File: config.mk
export PLATFORM = sky130hd
export DESIGN_NAME = sref_lane
export DESIGN_NICKNAME = d
export VERILOG_FILES = /design/src/rtl/core/sref_pkg.sv /design/src/rtl/core/sref_lane.sv
export SDC_FILE = /design/constraint.sdc
export NUM_CORES = 1
export LEC_CHECK = 0
export BUFFER_PORTS_ARGS = -buffer_cell sky130_fd_sc_hd__buf_2
export CAP_MARGIN = 25
export CORE_MARGIN = 3
export CORE_UTILIZATION = 67
export DETAILED_ROUTE_END_ITERATION = 7
export MAX_ROUTING_LAYER = met4
export PLACE_DENSITY = 0.85
export RECOVER_POWER = 100
export SETUP_SLACK_MARGIN = 0.4
export SYNTH_ARGS = -nofsm -noshare
export SYNTH_HDL_FRONTEND = slang
export SYNTH_SLANG_ARGS = --single-unit
File: constraint.sdc
create_clock -name vclk -period 8.1
set_input_delay 0.405 -clock vclk [all_inputs]
set_output_delay 0.405 -clock vclk [all_outputs]
set_load 0.03 [all_outputs]
File: src/rtl/core/sref_pkg.sv
// Shared types and constants for the segment RMS envelope follower.
package sref_pkg;

   localparam int SumWidth   = 59;
   localparam int SampWidth  = 24;
   localparam int RawWidth   = 20;
   localparam int LvlWidth   = 17;
   localparam int LenWidth   = 13;
   localparam int GainWidth  = 16;
   localparam int CntWidth   = 14;
   localparam int RootWidth  = 30;
   localparam int Bands      = 16;
   localparam int BandBits   = 4;

   localparam logic [SumWidth-1:0] SumMax   = {SumWidth{1'b1}};
   localparam logic [RawWidth-1:0] RawMax   = {RawWidth{1'b1}};
   localparam logic [LvlWidth-1:0] OneQ16   = 17'h10000;

   localparam logic [2:0] CsrBufferLength = 3'd0;
   localparam logic [2:0] CsrChannelCount = 3'd1;
   localparam logic [2:0] CsrHeightGain   = 3'd2;
   localparam logic [2:0] CsrAttackCoeff  = 3'd3;
   localparam logic [2:0] CsrReleaseCoeff = 3'd4;

   typedef enum logic [2:0] {
      ST_IDLE,
      ST_DIV,
      ST_SQRT,
      ST_GAIN,
      ST_SMOOTH,
      ST_OUT
   } state_type;

endpackage

File: src/rtl/core/sref_lane.sv
// One squaring lane: square of a single channel sample, gated by enable.
module sref_lane
   import sref_pkg::*;
(
   input  logic                        enable,
   input  logic signed [SampWidth-1:0] sample,
   output logic [2*SampWidth-1:0]      square
);

   logic signed [2*SampWidth-1:0] prod;

   assign prod   = sample * sample;
   assign square = enable ? prod : '0;

endmodule

==> impl_results.md <==
- Status: completed
- Slowest cell delay on critical path: 0.56 ns
- Nature of the critical path startpoint: input port
- DRT Wirelength: 47700 um
- Slew headroom: 22.1%
- Die width: between 150 and 200 um
- Multi-input logic area: 17000 um2
- Total Neg Setup Slack: 0 ns
- Synth unique cells: 66
- Post-Syn Area: 19600 um2
- Core box area: 28800 um2
- Seq/Total Area, Yosys: 0%
- Crit-path max FO: 16
- Row count: 62
- Clock buffers: 0
- Share of the synthesized area in the top cell type: 56.6%
- Reg area: 0 um2
- Global-route wire length before repair: 79600 um
- Synth area leader: fa_1
- Vias in the first global route: around 16000
- 1st-pass router iterations: 5
- Final Max Tran Viols: 0
- Seq cells: 0
- Initial antenna violation count: 1
- Area Overhead vs Synth: 6.68%
- Antenna Violating Nets Remaining: 0
- Post-Syn Nets: 2845
- Period utilization: 94.4%
- Starting Density: 68.2%
- GP Congestion: 0.968
- Critical path capture point type: primary output
- Share of layout cells above drive strength 1: 7.42%
- RSZ-0062 raised after global routing: yes
- Via count: 14200
- Top Ports: 73
- Synthesized instance count: 2117
- Filler cells: ~2000
- YS warnings: 0
- Final-report hold violation count: 0
- Worst Path Required: about 7.7 ns
- Critical-path top delay cell: fa_1
- Vias/cell: about 5.5
- Initial DRC Count: 1017
- Critical path buffers and inverters: 8
- Post-route DRC: 0
- Max-Cap Viols: 0
- Top post-synthesis cells by area: fa_1 (57%), inv_1 (13%), ha_1 (9.4%), nand2_1 (4.1%), and2_1 (3.3%)
- Fin nets: 2912
- Highest clock rate: 131 MHz
- Critical path class: in -> out
- Slew @ Worst Pin: 1.17 ns
- Global route overflow: 0
- Post-layout util: 72.7%
- Die Span Y: approximately 180 um
- Hold WC Path Type: in -> out
- I/O Buffers: 72
- Detailed placement HPWL: 41500 um
- Minimum clock period: 7.65 ns
- DR WL/cell: 18.6 um
- Die area: ~31000 um2
- Syn Area/Cell: 9.26 um2
- Crit path max-delay family: adder cells
- Largest net degree at the start of global routing: 28
- CP dominant cell by count: fa_1
- Final setup vio count: 0
- All-Layer GR Usage: 33.3%
- Hold Buf Count CTS: 0
- Crit path DAT: 7.24 ns
per-stage QoR:
step           cell area, um2  hold WS [ns]  cells  setup slack [ns]
2_1_floorplan           19600          1.05   2117             0.607
3_3_place_gp            20500          1.36   2553             0.364
3_5_place_dp            20500          1.37   2553             0.156
4_1_cts                 20600          1.35   2557             0.388
5_1_grt                 20900          1.32   2567             0.217
6_report                20900          1.29   2567             0.454
cell usage in the layout, fill, tap and decap left out, types with 10 or more instances in the layout:
master / n
a21o_1: 30
a21oi_1: 39
and2_1: 103
buf_2: 20
buf_4: 62
buf_6: 11
clkbuf_1: 28
clkbuf_4: 10
fa_1: 551
ha_1: 140
inv_1: 655
nand2_1: 212
nand2b_1: 13
nand4_1: 12
nor2_1: 63
nor2b_1: 19
nor3_1: 12
o21ai_0: 17
xnor2_1: 33
xor2_1: 17
repair_timing:
action,in CTS,in global routing
buffers inserted,4,9
gates cloned,0,0
gates resized for setup,19,71
pin swaps,0,10
setup endpoints to repair,8,17
hold endpoints to repair,0,0
area by class of cell:
| class | count | area share, % |
|---|---|---|
| multi-input cells | 1386 | 81.3 |
| inverters | 663 | 12.0 |
| repair buffers | 133 | 4.35 |
| well taps | 384 | 2.30 |
| diodes | 1 | 0.0120 |
metal layers:
| layer | up-vias | wire length, um | GRT usage, % |
|---|---|---|---|
| li1 | 6203 | - | - |
| met1 | 7186 | 16900 | 39.4 |
| met2 | 649 | 25200 | 57.9 |
| met3 | 186 | 3400 | 5.13 |
| met4 | 0 | 2200 | 12.3 |
| met5 | - | 0 | - |
cell families after synthesis:
| kind of cell | count (synthesis) | synth area share [%] |
|---|---|---|
| buf+inv | 731 | 14.1 |
| fa+ha+maj | 703 | 66.1 |
| simple gates | 478 | 11.7 |
| compound gates | 145 | 5.35 |
| xor+xnor | 51 | 2.35 |
| mux | 8 | 0.415 |
| other cells | 1 | 0.0191 |
cells in the mapped netlist, types with 2 or more instances:
master	count
clkbuf_1	55
nand2b_1	13
nand3_1	9
and3_1	5
and4_1	3
nand4_1	12
nor2_1	69
o21ai_0	21
a211oi_2	3
nor2b_1	19
o31ai_1	3
a21oi_1	42
o21a_1	5
inv_1	663
nor3_1	12
buf_4	2
o211ai_1	6
a21o_1	30
and2_1	105
fa_1	555
buf_1	2
ha_1	148
mux2i_1	7
or3_1	6
buf_2	8
o21bai_1	3
nand2_1	215
a211oi_1	3
xor2_1	17
o31a_1	2
a31oi_1	7
xnor2_1	33
final timing paths:
path / start / end / slack (ns) / depth (start not counted)
setup / recovery: sample[0] / square[31] / 0.45 / 25
hold / removal: sample[0] / square[2] / 1.29 / 3
Power is not shown: default switching activity piles up to over one toggle a cycle in this logic, so the estimate is an artifact.
