### config.mk
export PLATFORM = sky130hd
export DESIGN_NAME = sref_level
export DESIGN_NICKNAME = d
export VERILOG_FILES = /design/src/rtl/core/sref_pkg.sv /design/src/rtl/core/sref_level.sv
export SDC_FILE = /design/constraint.sdc
export NUM_CORES = 2
export LEC_CHECK = 0
export BUFFER_PORTS_ARGS = -buffer_cell sky130_fd_sc_hd__buf_2
export CAP_MARGIN = 0
export CORE_MARGIN = 2
export CORE_UTILIZATION = 65
export CTS_CLUSTER_SIZE = 30
export DETAILED_ROUTE_END_ITERATION = 8
export HOLD_SLACK_MARGIN = 0.05
export PLACE_DENSITY = 0.91
export SETUP_SLACK_MARGIN = 0.02
export SYNTH_ARGS = -nofsm -noshare
export SYNTH_HDL_FRONTEND = slang
export SYNTH_SLANG_ARGS = --single-unit
### constraint.sdc
create_clock -name clock -period 20.4 [get_ports clock]
set_clock_uncertainty 0.1 [all_clocks]
set_input_delay 3.06 -clock clock [delete_from_list [all_inputs] [get_ports clock]]
set_output_delay 3.06 -clock clock [all_outputs]
set_load 0.05 [all_outputs]
### src/rtl/core/sref_pkg.sv
// Shared types and constants for the segment RMS envelope follower.
package sref_pkg;

   localparam int SumWidth   = 59;
   localparam int SampWidth  = 24;
   localparam int RawWidth   = 20;
   localparam int LvlWidth   = 17;
   localparam int LenWidth   = 13;
   localparam int GainWidth  = 16;
   localparam int CntWidth   = 14;
   localparam int RootWidth  = 30;
   localparam int Bands      = 16;
   localparam int BandBits   = 4;

   localparam logic [SumWidth-1:0] SumMax   = {SumWidth{1'b1}};
   localparam logic [RawWidth-1:0] RawMax   = {RawWidth{1'b1}};
   localparam logic [LvlWidth-1:0] OneQ16   = 17'h10000;

   localparam logic [2:0] CsrBufferLength = 3'd0;
   localparam logic [2:0] CsrChannelCount = 3'd1;
   localparam logic [2:0] CsrHeightGain   = 3'd2;
   localparam logic [2:0] CsrAttackCoeff  = 3'd3;
   localparam logic [2:0] CsrReleaseCoeff = 3'd4;

   typedef enum logic [2:0] {
      ST_IDLE,
      ST_DIV,
      ST_SQRT,
      ST_GAIN,
      ST_SMOOTH,
      ST_OUT
   } state_type;

endpackage

### src/rtl/core/sref_level.sv
// Per-segment level unit: divide, square root, gain and smoothing, then output register.
module sref_level
   import sref_pkg::*;
(
   input  logic                 clock,
   input  logic                 reset,
   input  logic                 start,
   input  logic [BandBits-1:0]  band,
   input  logic [SumWidth-1:0]  sum,
   input  logic [CntWidth-1:0]  count,
   input  logic [GainWidth-1:0] gain,
   input  logic [LvlWidth-1:0]  attack,
   input  logic [LvlWidth-1:0]  release_c,
   output logic                 busy,
   output logic                 rsp_valid,
   input  logic                 rsp_stall,
   output logic [3:0]           rsp_band_index,
   output logic [RawWidth-1:0]  rsp_raw_level,
   output logic [LvlWidth-1:0]  rsp_smoothed_level,
   output logic                 rsp_last_band
);

   state_type state_ff, state_in;
   logic [SumWidth-1:0]  num_ff, num_in;
   logic [SumWidth-1:0]  rem_ff, rem_in;
   logic [CntWidth-1:0]  den_ff, den_in;
   logic [5:0]           step_ff, step_in;
   logic [RootWidth-1:0] root_ff, root_in;
   logic [RootWidth+1:0] srem_ff, srem_in;
   logic [RawWidth-1:0]  raw_ff, raw_in;
   logic [BandBits-1:0]  band_ff, band_in;
   logic                 empty_ff, empty_in;
   logic [LvlWidth-1:0]  lvl_ff [Bands];
   logic                 lvl_we;
   logic [LvlWidth-1:0]  lvl_new;
   logic [LvlWidth-1:0]  old_lvl;
   logic                 valid_ff, valid_in;
   logic [LvlWidth-1:0]  out_lvl_ff;

   logic [SumWidth:0]    rem_sh;
   logic [SumWidth:0]    num_ext;
   logic [RootWidth+3:0] trial, srem_sh;
   logic [RootWidth+GainWidth-1:0] gprod;
   logic [LvlWidth-1:0]  coef;
   logic [35:0]          acc;

   assign old_lvl = lvl_ff[band_ff];
   assign rem_sh  = {rem_ff, num_ff[SumWidth-1]};
   assign num_ext = {1'b0, num_ff};
   assign srem_sh = {srem_ff, num_ext[2*step_ff[4:0]+1 -: 2]};
   assign trial   = {2'b0, root_ff, 2'b01};
   assign gprod   = root_ff * gain;

   always_comb begin
      coef = ({3'b0, raw_ff} > {{3{1'b0}}, old_lvl}) ? attack : release_c;
      if (coef > OneQ16) coef = OneQ16;
      acc = 36'(old_lvl) * 36'(coef) + 36'(raw_ff) * 36'(OneQ16 - coef) + 36'd32768;
      acc = acc >> 16;
      lvl_new = (acc > 36'(OneQ16)) ? OneQ16 : acc[LvlWidth-1:0];
   end

   always_comb begin
      state_in = state_ff;
      num_in   = num_ff;
      rem_in   = rem_ff;
      den_in   = den_ff;
      step_in  = step_ff;
      root_in  = root_ff;
      srem_in  = srem_ff;
      raw_in   = raw_ff;
      band_in  = band_ff;
      empty_in = empty_ff;
      valid_in = valid_ff;
      lvl_we   = 1'b0;
      if (valid_ff && !rsp_stall) valid_in = 1'b0;
      case (state_ff)
         ST_IDLE: begin
            if (start) begin
               num_in   = sum;
               rem_in   = '0;
               den_in   = count;
               band_in  = band;
               empty_in = (count == '0);
               step_in  = 6'(SumWidth - 1);
               state_in = ST_DIV;
            end
         end
         ST_DIV: begin
            if (rem_sh >= {{(SumWidth+1-CntWidth){1'b0}}, den_ff}) begin
               rem_in = SumWidth'(rem_sh - {{(SumWidth+1-CntWidth){1'b0}}, den_ff});
               num_in = {num_ff[SumWidth-2:0], 1'b1};
            end else begin
               rem_in = rem_sh[SumWidth-1:0];
               num_in = {num_ff[SumWidth-2:0], 1'b0};
            end
            if (step_ff == '0) begin
               root_in  = '0;
               srem_in  = '0;
               step_in  = 6'(RootWidth - 1);
               state_in = ST_SQRT;
            end else begin
               step_in = step_ff - 6'd1;
            end
         end
         ST_SQRT: begin
            if (srem_sh >= trial) begin
               srem_in = (RootWidth+2)'(srem_sh - trial);
               root_in = {root_ff[RootWidth-2:0], 1'b1};
            end else begin
               srem_in = srem_sh[RootWidth+1:0];
               root_in = {root_ff[RootWidth-2:0], 1'b0};
            end
            if (step_ff == '0) state_in = ST_GAIN;
            else step_in = step_ff - 6'd1;
         end
         ST_GAIN: begin
            if (empty_ff) raw_in = '0;
            else if (gprod[RootWidth+GainWidth-1:19+RawWidth] != '0) raw_in = RawMax;
            else raw_in = gprod[19 +: RawWidth];
            state_in = ST_SMOOTH;
         end
         ST_SMOOTH: begin
            if (!valid_ff || !rsp_stall) begin
               lvl_we   = 1'b1;
               valid_in = 1'b1;
               state_in = ST_IDLE;
            end
         end
         default: state_in = ST_IDLE;
      endcase
   end

   always_ff @(posedge clock) begin
      if (reset) begin
         state_ff <= ST_IDLE;
         valid_ff <= 1'b0;
         for (int i = 0; i < Bands; i++) lvl_ff[i] <= '0;
      end else begin
         state_ff <= state_in;
         valid_ff <= valid_in;
         if (lvl_we) lvl_ff[band_ff] <= lvl_new;
      end
   end

   always_ff @(posedge clock) begin
      num_ff   <= num_in;
      rem_ff   <= rem_in;
      den_ff   <= den_in;
      step_ff  <= step_in;
      root_ff  <= root_in;
      srem_ff  <= srem_in;
      raw_ff   <= raw_in;
      band_ff  <= band_in;
      empty_ff <= empty_in;
      if (lvl_we) begin
         out_lvl_ff     <= lvl_new;
         rsp_raw_level  <= raw_ff;
         rsp_band_index <= 4'(band_ff);
         rsp_last_band  <= (band_ff == BandBits'(Bands - 1));
      end
   end

   assign busy               = (state_ff != ST_IDLE);
   assign rsp_valid          = valid_ff;
   assign rsp_smoothed_level = out_lvl_ff;

endmodule
==> out/qor.txt <==
Status -> finished, final reports clean
Final number of max-transition violations -> 0
Register area share after synthesis -> 25.5%
Via count -> 48524
Slowest-stage cell, CP -> dfxtp_4
GRT Util Overall -> 35.6%
Die W -> 318 um
Distinct cells, synth -> 99
Tmin final -> 17.70 ns
Netlist Area Pre-Place -> 64200 um^2
Slew HR -> 16.3%
Layout area overhead -> 5.79%
IO Port Bufs -> 174
Hold bufs inserted after CTS -> 0
Clk buf depth -> 3
DRC -> 0
Largest net degree at the start of global routing -> 205
Antenna-violating nets left -> 0
Top_reg_cell synth -> edfxtp_1
Final Hold Viols -> 0
Max-Cap Viols -> 0
Avg Inst Size Synth -> 10.0 um^2
H-tree depth -> 2
Ports -> 175
Initial antenna violation count -> 4
Worst setup path class -> reg2reg
Critical Path AT -> 17.97 ns
Placer Congestion -> 1.05
# rows -> 115
Total CTS buffers -> 56
Clock sink total -> 547
Synth warn -> 0
Number of global-route vias before repair -> 51892
Die Y -> 318 um
Remaining global-route overflow -> 0
Synth top area cells -> fa_1 (30%), edfxtp_1 (25%), ha_1 (7.3%), inv_1 (6.4%), nand2_1 (6.0%)
Nets -> 7837
Critical Path Max Stage Delay -> 0.97 ns
Routed WL -> 176000 um
Async S/R FF share, synth -> 0%
Antenna diodes -> 0
Hold Path Class -> reg2reg
Worst-margin pin slew -> 1.26 ns
CTS clk-pin slew, worst paths -> 0.07 ns
CTS tree -> built
Final Cycle Share -> 86.7%
HPWL Detailed -> 128000 um
CP most frequent cell -> fa_1
Post-synth EDFFs -> 539
Worst-path fanout max -> 204
Root Driver -> clkbuf_16
Avg WL per Cell -> 22.9 um
Layout cells sized above 1 -> 9.25%
Post-synthesis register bit count -> 547
Setup TNS -> 0 ns
Die Area -> 101000 um^2
Startpoint type of the worst setup path -> register
Drt initial violations -> 5547
Post-CTS Setup Repair Bufs -> 0
CP Capture Type -> register
CP required -> 20.67 ns
Cts repair resizes -> 0
Fmax -> 56.5 MHz
Yosys top cell area share -> 30.1%
Area leader, netlist -> fa_1
RSZ-0062 raised after global routing -> false
Clk_lat worst skew -> 0.69 ns
Final setup violation count -> 0
DR pass1 iterations -> 8
First-pass GRT wire length -> 280000 um
Via density -> 6.30
Core Box Area -> 98100 um^2
Starting Density -> 65.4%
Cell count after synthesis -> 6412
-- metal layers --
| metal | global-route usage [%] | routed length, um | vias to the layer above |
|---|---|---|---|
| li1 | - | - | 20450 |
| met3 | 8.85 | 21200 | 749 |
| met1 | 45.0 | 62100 | 23946 |
| met2 | 57.6 | 83500 | 3373 |
| met5 | 0 | 38 | - |
| met4 | 17.6 | 9690 | 6 |
-- flip-flops by register name, summed over array words and instances (netlist names), 3 cells and up, named ones only --
name and cells:
rsp_smoothed_level 17, state_ff 3, rsp_band_index 4, lvl_ff 272
root_ff 30, band_ff 4, rsp_raw_level 20, num_ff 59
den_ff 14, step_ff 6, srem_ff 32, rem_ff 59
raw_ff 20
-- cell usage after synthesis (49+ instances only) --
master,instances
and2_1,281
nor3_1,99
edfxtp_1,539
nor4_1,95
inv_1,1088
nor4b_1,49
fa_1,966
ha_1,376
nor4_2,84
xnor2_1,65
xor2_1,52
clkbuf_1,309
nor2_1,386
a21oi_1,134
nand2_1,1021
mux2i_1,54
mux4_2,75
o21ai_0,59
nand3_1,62
a21o_1,55
-- worst max-delay path: cells and delay by family, from the launching register on --
kind                       cells  cell delay (ns)
muxes                          2             1.23
adders and majority gates     11             5.47
and+or+nand+nor                8             2.97
xor gates and xnor gates       2             1.74
buffers and inverters          7             2.07
DFF                            1             0.97
AOI/OAI and AO/OA             10             2.53
-- worst paths after layout --
| path | start | end | slack [ns] | cells past startpoint |
|---|---|---|---|---|
| max reg2reg | register | lvl_ff[14][15]$_SDFFCE_PN0P_ | 2.70 | 40 |
| min | num_ff[53]$_DFFE_PP_ | num_ff[54]$_DFFE_PP_ | 0.44 | 2 |
| max | register | lvl_ff[14][15]$_SDFFCE_PN0P_ | 2.70 | 40 |
| min reg2reg | num_ff[53]$_DFFE_PP_ | num_ff[54]$_DFFE_PP_ | 0.44 | 2 |
-- cells by family (layout without fill, tap and decap cells) --
family                     count (synthesis)  in the layout  share of synthesized area (%)
AOI/OAI and AO/OA                        444            444                           4.62
xor gates and xnor gates                 120            120                           1.67
adders and majority gates               1342           1342                           37.4
buffers and inverters                   1482           1464                           8.83
DFF                                      547            547                           25.5
muxes                                    153            153                           3.89
other                                      2             19                         0.0117
and+or+nand+nor                         2322           2322                           18.1
-- cell type report --
| class | count | area (um^2) |
|---|---|---|
| Timing Repair Buffer | 255 | 1500 |
| Inverter | 1104 | 4140 |
| Multi-Input combinational cell | 4400 | 42400 |
| Clock buffer | 66 | 1460 |
| Clock inverter | 39 | 440 |
| Fill cell | 6663 | 30200 |
| Sequential cell | 547 | 16400 |
| Tap cell | 1287 | 1610 |
-- layout by cell type, fill, tap and decap left out, types with 99 or more instances in the layout --
cell type     n
inv_1      1087
nand2_1    1019
fa_1        966
edfxtp_1    539
nor2_1      384
ha_1        376
and2_1      280
buf_2       174
a21oi_1     134
nor3_1       99
-- stage by stage --
stage | setup slack (ns) | hold WS [ns] | util (%) | instance area, um^2 | cells
6_report | 2.70 | 0.436 | 69.2 | 67900 | 7698
5_1_grt | 2.27 | 0.453 | 69.2 | 67900 | 7698
4_1_cts | 3.16 | 0.414 | 69.2 | 67900 | 7698
3_5_place_dp | 3.40 | 0.428 | 67.3 | 66000 | 7593
3_3_place_gp | 3.89 | 0.415 | 67.3 | 66000 | 7593
2_1_floorplan | 5.43 | 0.321 | - | 64300 | 6429
Power is left out: the tool's default activity adds up to more than one toggle a clock period on the data nets, which glitch-free logic cannot reach.
